`src/rtl/core/rpf_pkg.sv`:
```
// rpf_pkg: shared types, constants and helper functions for the record predicate filter
// no dependencies

package rpf_pkg;

    localparam int RECORD_WORDS = 8;
    localparam int COUNT_BITS   = 32;
    localparam int WORD_BITS    = 64;
    localparam int REPORT_BITS  = 32;
    localparam int KEY_BITS     = 3;
    localparam int MODE_BITS    = 2;

    localparam int POS_BITS      = (RECORD_WORDS > 1) ? $clog2(RECORD_WORDS) : 1;
    localparam int NUM_SLOTS     = 2;
    localparam int SLOT_BITS     = $clog2(NUM_SLOTS);
    localparam int RAM_DEPTH     = NUM_SLOTS * (2 ** POS_BITS);
    localparam int RAM_ADDR_BITS = SLOT_BITS + POS_BITS;
    localparam int CMP_BITS      = (POS_BITS > KEY_BITS) ? POS_BITS : KEY_BITS;

    localparam logic [POS_BITS-1:0]    POS_LAST   = POS_BITS'(RECORD_WORDS - 1);
    localparam logic [REPORT_BITS-1:0] REPORT_MAX = '1;

    localparam int CFG_INDEX_BITS = 2;
    localparam logic [CFG_INDEX_BITS-1:0] CFG_KEY_COLUMN    = 2'd0;
    localparam logic [CFG_INDEX_BITS-1:0] CFG_COMPARE_MODE  = 2'd1;
    localparam logic [CFG_INDEX_BITS-1:0] CFG_COMPARE_VALUE = 2'd2;

    typedef enum logic [MODE_BITS-1:0] {
        MODE_EQ    = 2'd0,
        MODE_GT    = 2'd1,
        MODE_LT    = 2'd2,
        MODE_NEVER = 2'd3
    } t_cmp_mode;

    typedef logic [COUNT_BITS-1:0] t_count;

    typedef struct packed {
        logic [WORD_BITS-1:0] record_word;
        logic                 end_of_data;
    } t_in_item;

    typedef struct packed {
        logic [WORD_BITS-1:0]   out_word;
        logic                   word_valid;
        logic                   run_last;
        logic                   data_done;
        logic [REPORT_BITS-1:0] kept_records;
    } t_out_item;

    typedef struct packed {
        logic                   is_record;
        logic [SLOT_BITS-1:0]   slot;
        logic                   done;
        logic [REPORT_BITS-1:0] kept;
    } t_job;

    typedef struct packed {
        logic                 valid;
        logic [SLOT_BITS-1:0] slot;
    } t_release;

    typedef struct packed {
        logic                     we;
        logic [RAM_ADDR_BITS-1:0] addr;
        logic [WORD_BITS-1:0]     data;
    } t_ram_wr;

    function automatic logic [REPORT_BITS-1:0] rpf_report(input t_count c);
        logic [63:0] wide;
        wide = 64'(c);
        return (wide > 64'(REPORT_MAX)) ? REPORT_MAX : wide[REPORT_BITS-1:0];
    endfunction

    function automatic t_count rpf_sat_inc(input t_count c);
        return (c != '1) ? c + t_count'(1) : c;
    endfunction

endpackage

```
`src/rtl/core/rpf_ram.sv`:
```
// rpf_ram: generic single write port, single read port ram with registered read
// no dependencies

module rpf_ram #(
    parameter int WIDTH = 64,
    parameter int DEPTH = 16
) (
    input  logic                     i_clk,
    input  logic                     i_we,
    input  logic [$clog2(DEPTH)-1:0] i_waddr,
    input  logic [WIDTH-1:0]         i_wdata,
    input  logic [$clog2(DEPTH)-1:0] i_raddr,
    output logic [WIDTH-1:0]         o_rdata
);

    logic [WIDTH-1:0] r_mem [DEPTH];
    logic [WIDTH-1:0] r_rdata;

    always_ff @(posedge i_clk) begin
        if (i_we) begin
            r_mem[i_waddr] <= i_wdata;
        end
        r_rdata <= r_mem[i_raddr];
    end

    assign o_rdata = r_rdata;

endmodule

```
`src/rtl/core/rpf_front.sv`:
```
// rpf_front: config registers, word intake, predicate evaluation and job issue
// depends on rpf_pkg

module rpf_front import rpf_pkg::*; (
    input  logic                      i_clk,
    input  logic                      i_rst_n,
    input  logic                      i_cfg_we,
    input  logic [CFG_INDEX_BITS-1:0] i_cfg_index,
    input  logic [WORD_BITS-1:0]      i_cfg_data,
    input  logic                      i_in_valid,
    output logic                      o_in_ready,
    input  t_in_item                  i_in,
    input  logic                      i_queue_ready,
    output logic                      o_job_valid,
    output t_job                      o_job,
    input  t_release                  i_release,
    output t_ram_wr                   o_ram_wr
);

    logic [KEY_BITS-1:0]  r_key, n_key;
    t_cmp_mode            r_mode, n_mode;
    logic [WORD_BITS-1:0] r_value, n_value;
    logic [POS_BITS-1:0]  r_pos, n_pos;
    logic                 r_match, n_match;
    t_count               r_count, n_count, count_inc;
    logic [SLOT_BITS-1:0] r_slot, n_slot;
    logic [NUM_SLOTS-1:0] r_busy, n_busy;

    logic accept, key_hit, pred, match_now, is_last, keep, eod;

    assign accept     = i_in_valid && o_in_ready;
    assign o_in_ready = !r_busy[r_slot] && i_queue_ready;
    assign eod        = i_in.end_of_data;
    assign is_last    = (r_pos == POS_LAST);
    assign key_hit    = (CMP_BITS'(r_pos) == CMP_BITS'(r_key));
    assign count_inc  = rpf_sat_inc(r_count);

    always_comb begin
        case (r_mode)
            MODE_EQ: pred = (i_in.record_word == r_value);
            MODE_GT: pred = (i_in.record_word > r_value);
            MODE_LT: pred = (i_in.record_word < r_value);
            default: pred = 1'b0;
        endcase
    end

    assign match_now = key_hit ? pred : ((r_pos == '0) ? 1'b0 : r_match);
    assign keep      = is_last && match_now;

    assign o_job_valid    = accept && (keep || eod);
    assign o_job.is_record = keep;
    assign o_job.slot      = r_slot;
    assign o_job.done      = eod;
    assign o_job.kept      = rpf_report(keep ? count_inc : r_count);

    assign o_ram_wr.we   = accept;
    assign o_ram_wr.addr = {r_slot, r_pos};
    assign o_ram_wr.data = i_in.record_word;

    always_comb begin
        n_key   = r_key;
        n_mode  = r_mode;
        n_value = r_value;
        if (i_cfg_we) begin
            case (i_cfg_index)
                CFG_KEY_COLUMN:    n_key   = i_cfg_data[KEY_BITS-1:0];
                CFG_COMPARE_MODE:  n_mode  = t_cmp_mode'(i_cfg_data[MODE_BITS-1:0]);
                CFG_COMPARE_VALUE: n_value = i_cfg_data;
                default: ;
            endcase
        end
    end

    always_comb begin
        n_pos   = r_pos;
        n_match = r_match;
        n_count = r_count;
        n_slot  = r_slot;
        n_busy  = r_busy;
        if (i_release.valid) begin
            n_busy[i_release.slot] = 1'b0;
        end
        if (accept) begin
            n_pos   = (is_last || eod) ? '0 : r_pos + POS_BITS'(1);
            n_match = (is_last || eod) ? 1'b0 : match_now;
            n_count = eod ? '0 : (keep ? count_inc : r_count);
            if (keep) begin
                n_busy[r_slot] = 1'b1;
                n_slot         = r_slot + SLOT_BITS'(1);
            end
        end
    end

    always_ff @(posedge i_clk) begin
        if (!i_rst_n) begin
            r_key   <= '0;
            r_mode  <= MODE_EQ;
            r_value <= '0;
            r_pos   <= '0;
            r_match <= 1'b0;
            r_count <= '0;
            r_slot  <= '0;
            r_busy  <= '0;
        end else begin
            r_key   <= n_key;
            r_mode  <= n_mode;
            r_value <= n_value;
            r_pos   <= n_pos;
            r_match <= n_match;
            r_count <= n_count;
            r_slot  <= n_slot;
            r_busy  <= n_busy;
        end
    end

endmodule

```
`src/rtl/core/rpf_job_queue.sv`:
```
// rpf_job_queue: two entry job queue between the front and back parts
// depends on rpf_pkg

module rpf_job_queue import rpf_pkg::*; (
    input  logic i_clk,
    input  logic i_rst_n,
    input  logic i_push,
    input  t_job i_job,
    output logic o_ready,
    output logic o_valid,
    output t_job o_job,
    input  logic i_pop
);

    t_job       r_q [2];
    logic       r_wp, n_wp;
    logic       r_rp, n_rp;
    logic [1:0] r_cnt, n_cnt;

    assign o_ready = (r_cnt != 2'd2);
    assign o_valid = (r_cnt != 2'd0);
    assign o_job   = r_q[r_rp];

    always_comb begin
        n_wp  = i_push ? ~r_wp : r_wp;
        n_rp  = i_pop ? ~r_rp : r_rp;
        n_cnt = r_cnt + 2'(i_push) - 2'(i_pop);
    end

    always_ff @(posedge i_clk) begin
        if (i_push) begin
            r_q[r_wp] <= i_job;
        end
    end

    always_ff @(posedge i_clk) begin
        if (!i_rst_n) begin
            r_wp  <= 1'b0;
            r_rp  <= 1'b0;
            r_cnt <= 2'd0;
        end else begin
            r_wp  <= n_wp;
            r_rp  <= n_rp;
            r_cnt <= n_cnt;
        end
    end

endmodule

```
`src/rtl/core/rpf_back.sv`:
```
// rpf_back: drains jobs, reads kept records from the buffer and queues results
// depends on rpf_pkg

module rpf_back import rpf_pkg::*; (
    input  logic                     i_clk,
    input  logic                     i_rst_n,
    input  logic                     i_job_valid,
    input  t_job                     i_job,
    output logic                     o_job_pop,
    output t_release                 o_release,
    output logic [RAM_ADDR_BITS-1:0] o_raddr,
    input  logic [WORD_BITS-1:0]     i_rdata,
    output logic                     o_out_valid,
    input  logic                     i_out_ready,
    output t_out_item                o_out
);

    typedef struct packed {
        logic                   is_record;
        logic                   last;
        logic                   done;
        logic [REPORT_BITS-1:0] kept;
    } t_rd_meta;

    logic [POS_BITS-1:0] r_idx, n_idx;
    logic                r_rd_v;
    t_rd_meta            r_rd_meta, rd_meta;
    t_out_item           r_q [2];
    t_out_item           arrive;
    logic                r_wp, r_rp;
    logic [1:0]          r_cnt;

    logic pop, issue, idx_last, step_last;

    assign pop       = o_out_valid && i_out_ready;
    assign issue     = i_job_valid && ((3'(r_cnt) + 3'(r_rd_v) - 3'(pop)) < 3'd2);
    assign idx_last  = (r_idx == POS_LAST);
    assign step_last = !i_job.is_record || idx_last;

    assign o_job_pop       = issue && step_last;
    assign o_release.valid = issue && i_job.is_record && idx_last;
    assign o_release.slot  = i_job.slot;
    assign o_raddr         = {i_job.slot, r_idx};

    assign rd_meta.is_record = i_job.is_record;
    assign rd_meta.last      = step_last;
    assign rd_meta.done      = i_job.done && step_last;
    assign rd_meta.kept      = i_job.kept;

    always_comb begin
        n_idx = r_idx;
        if (issue && i_job.is_record) begin
            n_idx = idx_last ? '0 : r_idx + POS_BITS'(1);
        end
    end

    assign arrive.out_word     = r_rd_meta.is_record ? i_rdata : '0;
    assign arrive.word_valid   = r_rd_meta.is_record;
    assign arrive.run_last     = r_rd_meta.last;
    assign arrive.data_done    = r_rd_meta.done;
    assign arrive.kept_records = r_rd_meta.kept;

    assign o_out_valid = (r_cnt != 2'd0);
    assign o_out       = r_q[r_rp];

    always_ff @(posedge i_clk) begin
        if (issue) begin
            r_rd_meta <= rd_meta;
        end
        if (r_rd_v) begin
            r_q[r_wp] <= arrive;
        end
    end

    always_ff @(posedge i_clk) begin
        if (!i_rst_n) begin
            r_idx  <= '0;
            r_rd_v <= 1'b0;
            r_wp   <= 1'b0;
            r_rp   <= 1'b0;
            r_cnt  <= 2'd0;
        end else begin
            r_idx  <= n_idx;
            r_rd_v <= issue;
            r_wp   <= r_rd_v ? ~r_wp : r_wp;
            r_rp   <= pop ? ~r_rp : r_rp;
            r_cnt  <= r_cnt + 2'(r_rd_v) - 2'(pop);
        end
    end

endmodule

```
`src/rtl/core/record_predicate_filter_top.sv`:
```
// record_predicate_filter_top: keeps fixed eight word records whose key word passes a compare
// results leave one word per cycle while the receiver is ready
// throughput: one input word per cycle; intake stalls while both record slots await draining
// or while the job queue is full
// a kept record drains its eight words through the buffer ram read port
// reset: control, count and config registers clear; record ram is not cleared
// depends on rpf_pkg, rpf_front, rpf_job_queue, rpf_back, rpf_ram

module record_predicate_filter_top import rpf_pkg::*; (
    input  logic                      i_clk,
    input  logic                      i_rst_n,
    input  logic                      i_cfg_we,
    input  logic [CFG_INDEX_BITS-1:0] i_cfg_index,
    input  logic [WORD_BITS-1:0]      i_cfg_data,
    input  logic                      i_in_valid,
    output logic                      o_in_ready,
    input  t_in_item                  i_in,
    output logic                      o_out_valid,
    input  logic                      i_out_ready,
    output t_out_item                 o_out
);

    logic                     job_valid, queue_ready, q_valid, q_pop;
    t_job                     job, q_job;
    t_release                 release_slot;
    t_ram_wr                  ram_wr;
    logic [RAM_ADDR_BITS-1:0] raddr;
    logic [WORD_BITS-1:0]     rdata;

    rpf_front u_front (
        .i_clk         (i_clk),
        .i_rst_n       (i_rst_n),
        .i_cfg_we      (i_cfg_we),
        .i_cfg_index   (i_cfg_index),
        .i_cfg_data    (i_cfg_data),
        .i_in_valid    (i_in_valid),
        .o_in_ready    (o_in_ready),
        .i_in          (i_in),
        .i_queue_ready (queue_ready),
        .o_job_valid   (job_valid),
        .o_job         (job),
        .i_release     (release_slot),
        .o_ram_wr      (ram_wr)
    );

    rpf_job_queue u_queue (
        .i_clk   (i_clk),
        .i_rst_n (i_rst_n),
        .i_push  (job_valid),
        .i_job   (job),
        .o_ready (queue_ready),
        .o_valid (q_valid),
        .o_job   (q_job),
        .i_pop   (q_pop)
    );

    rpf_ram #(
        .WIDTH (WORD_BITS),
        .DEPTH (RAM_DEPTH)
    ) u_ram (
        .i_clk   (i_clk),
        .i_we    (ram_wr.we),
        .i_waddr (ram_wr.addr),
        .i_wdata (ram_wr.data),
        .i_raddr (raddr),
        .o_rdata (rdata)
    );

    rpf_back u_back (
        .i_clk       (i_clk),
        .i_rst_n     (i_rst_n),
        .i_job_valid (q_valid),
        .i_job       (q_job),
        .o_job_pop   (q_pop),
        .o_release   (release_slot),
        .o_raddr     (raddr),
        .i_rdata     (rdata),
        .o_out_valid (o_out_valid),
        .i_out_ready (i_out_ready),
        .o_out       (o_out)
    );

endmodule

```
`config.mk`:
```
export PLATFORM = sky130hd
export DESIGN_NAME = record_predicate_filter_top
export DESIGN_NICKNAME = d
export VERILOG_FILES = /design/src/rtl/core/rpf_pkg.sv /design/src/rtl/core/rpf_ram.sv /design/src/rtl/core/rpf_front.sv /design/src/rtl/core/rpf_job_queue.sv /design/src/rtl/core/rpf_back.sv /design/src/rtl/core/record_predicate_filter_top.sv
export SDC_FILE = /design/constraint.sdc
export NUM_CORES = 2
export LEC_CHECK = 0
export BUFFER_PORTS_ARGS = -buffer_cell sky130_fd_sc_hd__buf_2
export CAP_MARGIN = 20
export CORE_MARGIN = 5
export CORE_UTILIZATION = 32
export DETAILED_ROUTE_END_ITERATION = 8
export GPL_TIMING_DRIVEN = 0
export PLACE_DENSITY = 0.46
export SLEW_MARGIN = 20
export SYNTH_ARGS = -nofsm -noshare
export SYNTH_HDL_FRONTEND = slang
export SYNTH_SLANG_ARGS = --single-unit
```
`constraint.sdc`:
```
create_clock -name i_clk -period 16.9 [get_ports i_clk]
set_input_delay 1.69 -clock i_clk [delete_from_list [all_inputs] [get_ports i_clk]]
set_output_delay 1.69 -clock i_clk [all_outputs]
set_load 0.01 [all_outputs]
```
==> metrics.txt <==
# TYPE chip_impl_metric gauge
chip_impl_info{name="outcome",value="completed"} 1
chip_impl_info{name="tightest_hold_check_type",value="reg -> reg"} 1
chip_impl_metric{name="hpwlAfterDp",unit="um"} 104000
chip_impl_metric{name="drt_wl_total",unit="um"} 158000
chip_impl_metric{name="final_cell_area",unit="um2"} 69300
chip_impl_metric{name="synthArstFlopShare",unit="%"} 0
chip_impl_metric{name="routed-via-count",unit=""} 29400
chip_impl_info{name="final_common_cell",value="sky130_fd_sc_hd__edfxtp_1"} 1
chip_impl_metric{name="post_synth_num_cell_types",unit=""} 72
chip_impl_metric{name="fill_cells",unit=""} 16400
chip_impl_metric{name="globalRouteTotalUtil",unit="%"} 16.5
chip_impl_metric{name="hold_viol",unit=""} 0
chip_impl_metric{name="core_region_area",unit="um2"} 181000
chip_impl_metric{name="cts.repair.resized",unit=""} 0
chip_impl_metric{name="p_leak",unit="nW"} 22.2
chip_impl_metric{name="max_stage_delay",unit="ns"} 0.89
chip_impl_info{name="worst_path_max_delay_cell",value="sky130_fd_sc_hd__nor4_1"} 1
chip_impl_info{name="commonest_non_fill_non_tap_cells_in_the_layout",value="sky130_fd_sc_hd__edfxtp_1, sky130_fd_sc_hd__mux4_2, sky130_fd_sc_hd__buf_2"} 1
chip_impl_metric{name="post_synth.cell_area_avg",unit="um2"} 19.4
chip_impl_metric{name="avgViaCountPerCell",unit=""} 4.90
chip_impl_metric{name="synth_seq_area_share",unit="%"} 74.8
chip_impl_metric{name="synthesis.nets",unit=""} 3215
chip_impl_metric{name="hold_path_depth",unit=""} 0
chip_impl_info{name="cts_tree",value="built"} 1
chip_impl_info{name="critical_path_cell_by_cell",value="buf_2 -> ha_1 -> nand4_1 -> nor4_1 -> nand4_1 -> a31oi_2 -> nor4_2 -> nand3b_1 -> and4_1 -> o21ai_0 -> inv_1 -> ha_1 -> xor2_1 -> xnor2_1 -> nor2_1"} 1
chip_impl_info{name="setup.worst_path.end_class",value="flip-flop"} 1
chip_impl_metric{name="firstDrtPassIters",unit=""} 5
chip_impl_info{name="synth_top_cells_by_area",value="sky130_fd_sc_hd__edfxtp_1, sky130_fd_sc_hd__mux4_2, sky130_fd_sc_hd__dfxtp_1"} 1
chip_impl_metric{name="drt_drc_violations_left",unit=""} 0
chip_impl_info{name="grt_setup_unrepaired",value="false"} 1
chip_impl_metric{name="floorplan.rows",unit=""} 156
chip_impl_metric{name="dieWidth",unit="um"} 437
chip_impl_metric{name="pin_count_of_the_biggest_net_entering_global_routing",unit=""} 43
chip_impl_metric{name="ys_seq_elements",unit=""} 1513
chip_impl_metric{name="floorplan.initialDensity",unit="%"} 32.2
chip_impl_metric{name="reg2reg_depth",unit=""} 15
chip_impl_metric{name="global_route_wire_length_before_repair",unit="um"} 226000
chip_impl_metric{name="worst-endpoint-required",unit="ns"} 17.54
chip_impl_metric{name="post_route_cells_drive_above_1_share",unit="%"} 30.2
chip_impl_metric{name="vias_in_the_first_global_route",unit=""} 30700
chip_impl_metric{name="grt_remaining_overflow",unit=""} 0
chip_impl_metric{name="wl_per_cell",unit="um"} 26.4
chip_impl_metric{name="syn-instance-count",unit=""} 3002
chip_impl_metric{name="count_of_buffers_from_port_buffering",unit=""} 235
chip_impl_metric{name="worst-slew-pin-transition",unit="ns"} 1.13
chip_impl_metric{name="timing.setup.tns",unit="ns"} 0
chip_impl_metric{name="post-route-period-util",unit="%"} 35.3
chip_impl_metric{name="cellPowerDensity",unit="nW/um2"} 137
chip_impl_metric{name="final-setup-viol-count",unit=""} 0
chip_impl_metric{name="max_slew_margin",unit="%"} 24.6
chip_impl_metric{name="die_h",unit="um"} 437
chip_impl_metric{name="maxCapViolCount",unit=""} 0
chip_impl_metric{name="ctsHtreeMaxLevel",unit=""} 4
chip_impl_metric{name="dp_worst_setup_slack",unit="ns"} 10.16
chip_impl_metric{name="cts.clk_slew.worst_paths",unit="ns"} 0.06
chip_impl_metric{name="io-pin-count",unit=""} 237
chip_impl_info{name="worstSetupStartpointType",value="input pin"} 1
chip_impl_metric{name="cts_hold_repair.buffers",unit=""} 0
chip_impl_metric{name="postCtsSetupBuffers",unit=""} 0
chip_impl_metric{name="largest_fanout_of_any_net_on_the_critical_path",unit=""} 17
chip_impl_metric{name="finalMaxSlewViolations",unit=""} 0
chip_impl_metric{name="vdd.ir_drop.worst",unit="V"} 0.000102
chip_impl_metric{name="critPathArrivalTime",unit="ns"} 6.62
chip_impl_metric{name="syn_to_layout_area_delta",unit="%"} 19.0
chip_impl_metric{name="netlist.area_leader.share",unit="%"} 68.4
chip_impl_metric{name="setup_slack",unit="ns"} 10.93
chip_impl_info{name="clock-root-buffer",value="sky130_fd_sc_hd__clkbuf_16"} 1
chip_impl_metric{name="floorplan.die_area",unit="um2"} 191000
chip_impl_info{name="crit_type",value="in -> reg"} 1
chip_impl_metric{name="clock.fmax",unit="MHz"} 167
chip_impl_metric{name="gp_congestion",unit=""} 0.775
chip_impl_metric{name="numClockSinks",unit=""} 1513
chip_impl_metric{name="ant_nets",unit=""} 0
chip_impl_metric{name="nNetsFinal",unit=""} 3687
chip_impl_metric{name="post_dp_cell_area",unit="um2"} 63700
chip_impl_metric{name="post_route_minimum_period",unit="ns"} 5.97
chip_impl_metric{name="clk-insertion-delay-late",unit="ns"} 0.81
chip_impl_metric{name="synth_edf_count",unit=""} 1327
chip_impl_metric{name="cts_inserted_buffers",unit=""} 170
chip_impl_metric{name="max-clock-path-buffers",unit=""} 3
chip_impl_metric{name="antenna_violations_before_repair",unit=""} 23
chip_impl_metric{name="yosysWarningCount",unit=""} 0
chip_impl_metric{name="initialDrtViolationCount",unit=""} 2507
chip_impl_metric{name="clock-skew-final",unit="ns"} 0.0455
chip_impl_info{name="synth-main-ff-cell",value="sky130_fd_sc_hd__edfxtp_1"} 1
chip_impl_info{name="netlist.top_cell.by_area",value="sky130_fd_sc_hd__edfxtp_1"} 1
chip_impl_metric{name="syn_area",unit="um2"} 58200
-- cell type report --
type / count / area (um2) / area share, %
clock buffers: 222 / 4550 / 6.57
plain buffers: 146 / 629 / 0.908
diodes: 5 / 12.5 / 0.0181
inverters: 86 / 323 / 0.466
repair buffers: 300 / 2370 / 3.42
multi-input cells: 1257 / 13800 / 20.0
well taps: 2370 / 2970 / 4.28
flip-flops and latches: 1513 / 43600 / 62.9
clock inverters: 97 / 1030 / 1.49
-- per-layer routing --
layer	GRT usage [%]	wire length [um]	vias up
met3	2.91	7290	230
met2	27.7	78000	728
met1	21.9	68600	15500
li1	-	-	13000
met5	0	13	-
met4	4.79	4130	2
-- sequential cells by signal, summed over array words and instances, names as in the netlist, named ones only --
name,flops
u_back.arrive,35
u_back.r_cnt,2
u_back.r_idx,3
u_back.r_q,198
u_back.r_rd_v,1
u_back.r_rp,1
u_back.r_wp,1
u_front.r_busy,2
u_front.r_count,32
u_front.r_key,3
u_front.r_match,1
u_front.r_mode,2
u_front.r_pos,3
u_front.r_slot,1
u_front.r_value,64
u_queue.r_cnt,2
u_queue.r_q,70
u_queue.r_rp,1
u_queue.r_wp,1
u_ram.o_rdata,64
u_ram.r_mem,1024
-- stage by stage --
stage	hold slack (ns)	power [W]	util [%]	cells
global placement	0.424	0.00591	34.5	5607
CTS	0.446	0.00964	38.3	5990
finish	0.443	0.00947	38.3	5996
global route	0.457	0.00988	38.3	5993
floorplan	0.421	0.00532	-	3002
detailed placement	0.432	0.00593	35.2	5671
-- final timing paths --
| kind | slack (ns) | end | start |
|---|---|---|---|
| worst max register to register | 11.75 | u_queue.r_cnt[1] | u_front.r_value[46] |
| worst min register to register | 0.44 | u_back.r_q[1][19] | u_back.arrive[19] |
| worst min-delay path | 0.44 | u_back.r_q[1][19] | u_back.arrive[19] |
| worst max-delay path | 10.93 | u_queue.r_cnt[1] | i_in[47] |
-- report_power, final --
group	switching, W	internal (W)
combinational	0.000760	0.000614
sequential	0.0000712	0.00436
clock	0.00154	0.00212
total	0.00237	0.00709
-- logic make-up after synthesis --
kind of cell / after synthesis / share of synthesized area (%)
buffers and inverters: 232 / 1.56
adder cells (fa/ha/maj): 77 / 1.67
multiplexers: 462 / 15.1
AO/OA/AOI/OAI: 202 / 2.15
AND/OR/NAND/NOR: 476 / 4.09
XOR/XNOR: 40 / 0.602
flip-flops: 1513 / 74.8
-- worst max-delay path, delay by kind of cell --
family,cells,cell delay (ns)
fa+ha+maj,2,0.60
buf+inv,2,0.35
xor+xnor,2,0.35
compound gates,2,1.08
simple gates,7,2.51
-- cell usage after synthesis (5+ instances only) --
cell	count
sky130_fd_sc_hd__nor2_1	55
sky130_fd_sc_hd__buf_1	33
sky130_fd_sc_hd__and2_1	81
sky130_fd_sc_hd__o21ai_0	18
sky130_fd_sc_hd__xor2_1	12
sky130_fd_sc_hd__buf_2	6
sky130_fd_sc_hd__mux2i_1	11
sky130_fd_sc_hd__and3_1	12
sky130_fd_sc_hd__nand3_1	31
sky130_fd_sc_hd__nand2_1	209
sky130_fd_sc_hd__nor4_1	5
sky130_fd_sc_hd__inv_1	85
sky130_fd_sc_hd__edfxtp_1	1327
sky130_fd_sc_hd__or3_1	9
sky130_fd_sc_hd__clkbuf_1	101
sky130_fd_sc_hd__xnor2_1	28
sky130_fd_sc_hd__o211ai_1	12
sky130_fd_sc_hd__a31oi_1	17
sky130_fd_sc_hd__a21oi_1	101
sky130_fd_sc_hd__nor3_1	13
sky130_fd_sc_hd__mux2_2	131
sky130_fd_sc_hd__o311ai_0	7
sky130_fd_sc_hd__nand4_1	21
sky130_fd_sc_hd__mux4_2	320
sky130_fd_sc_hd__dfxtp_1	186
sky130_fd_sc_hd__o21ai_1	6
sky130_fd_sc_hd__ha_1	76
Note: power is estimated with default switching activity, not from simulation.
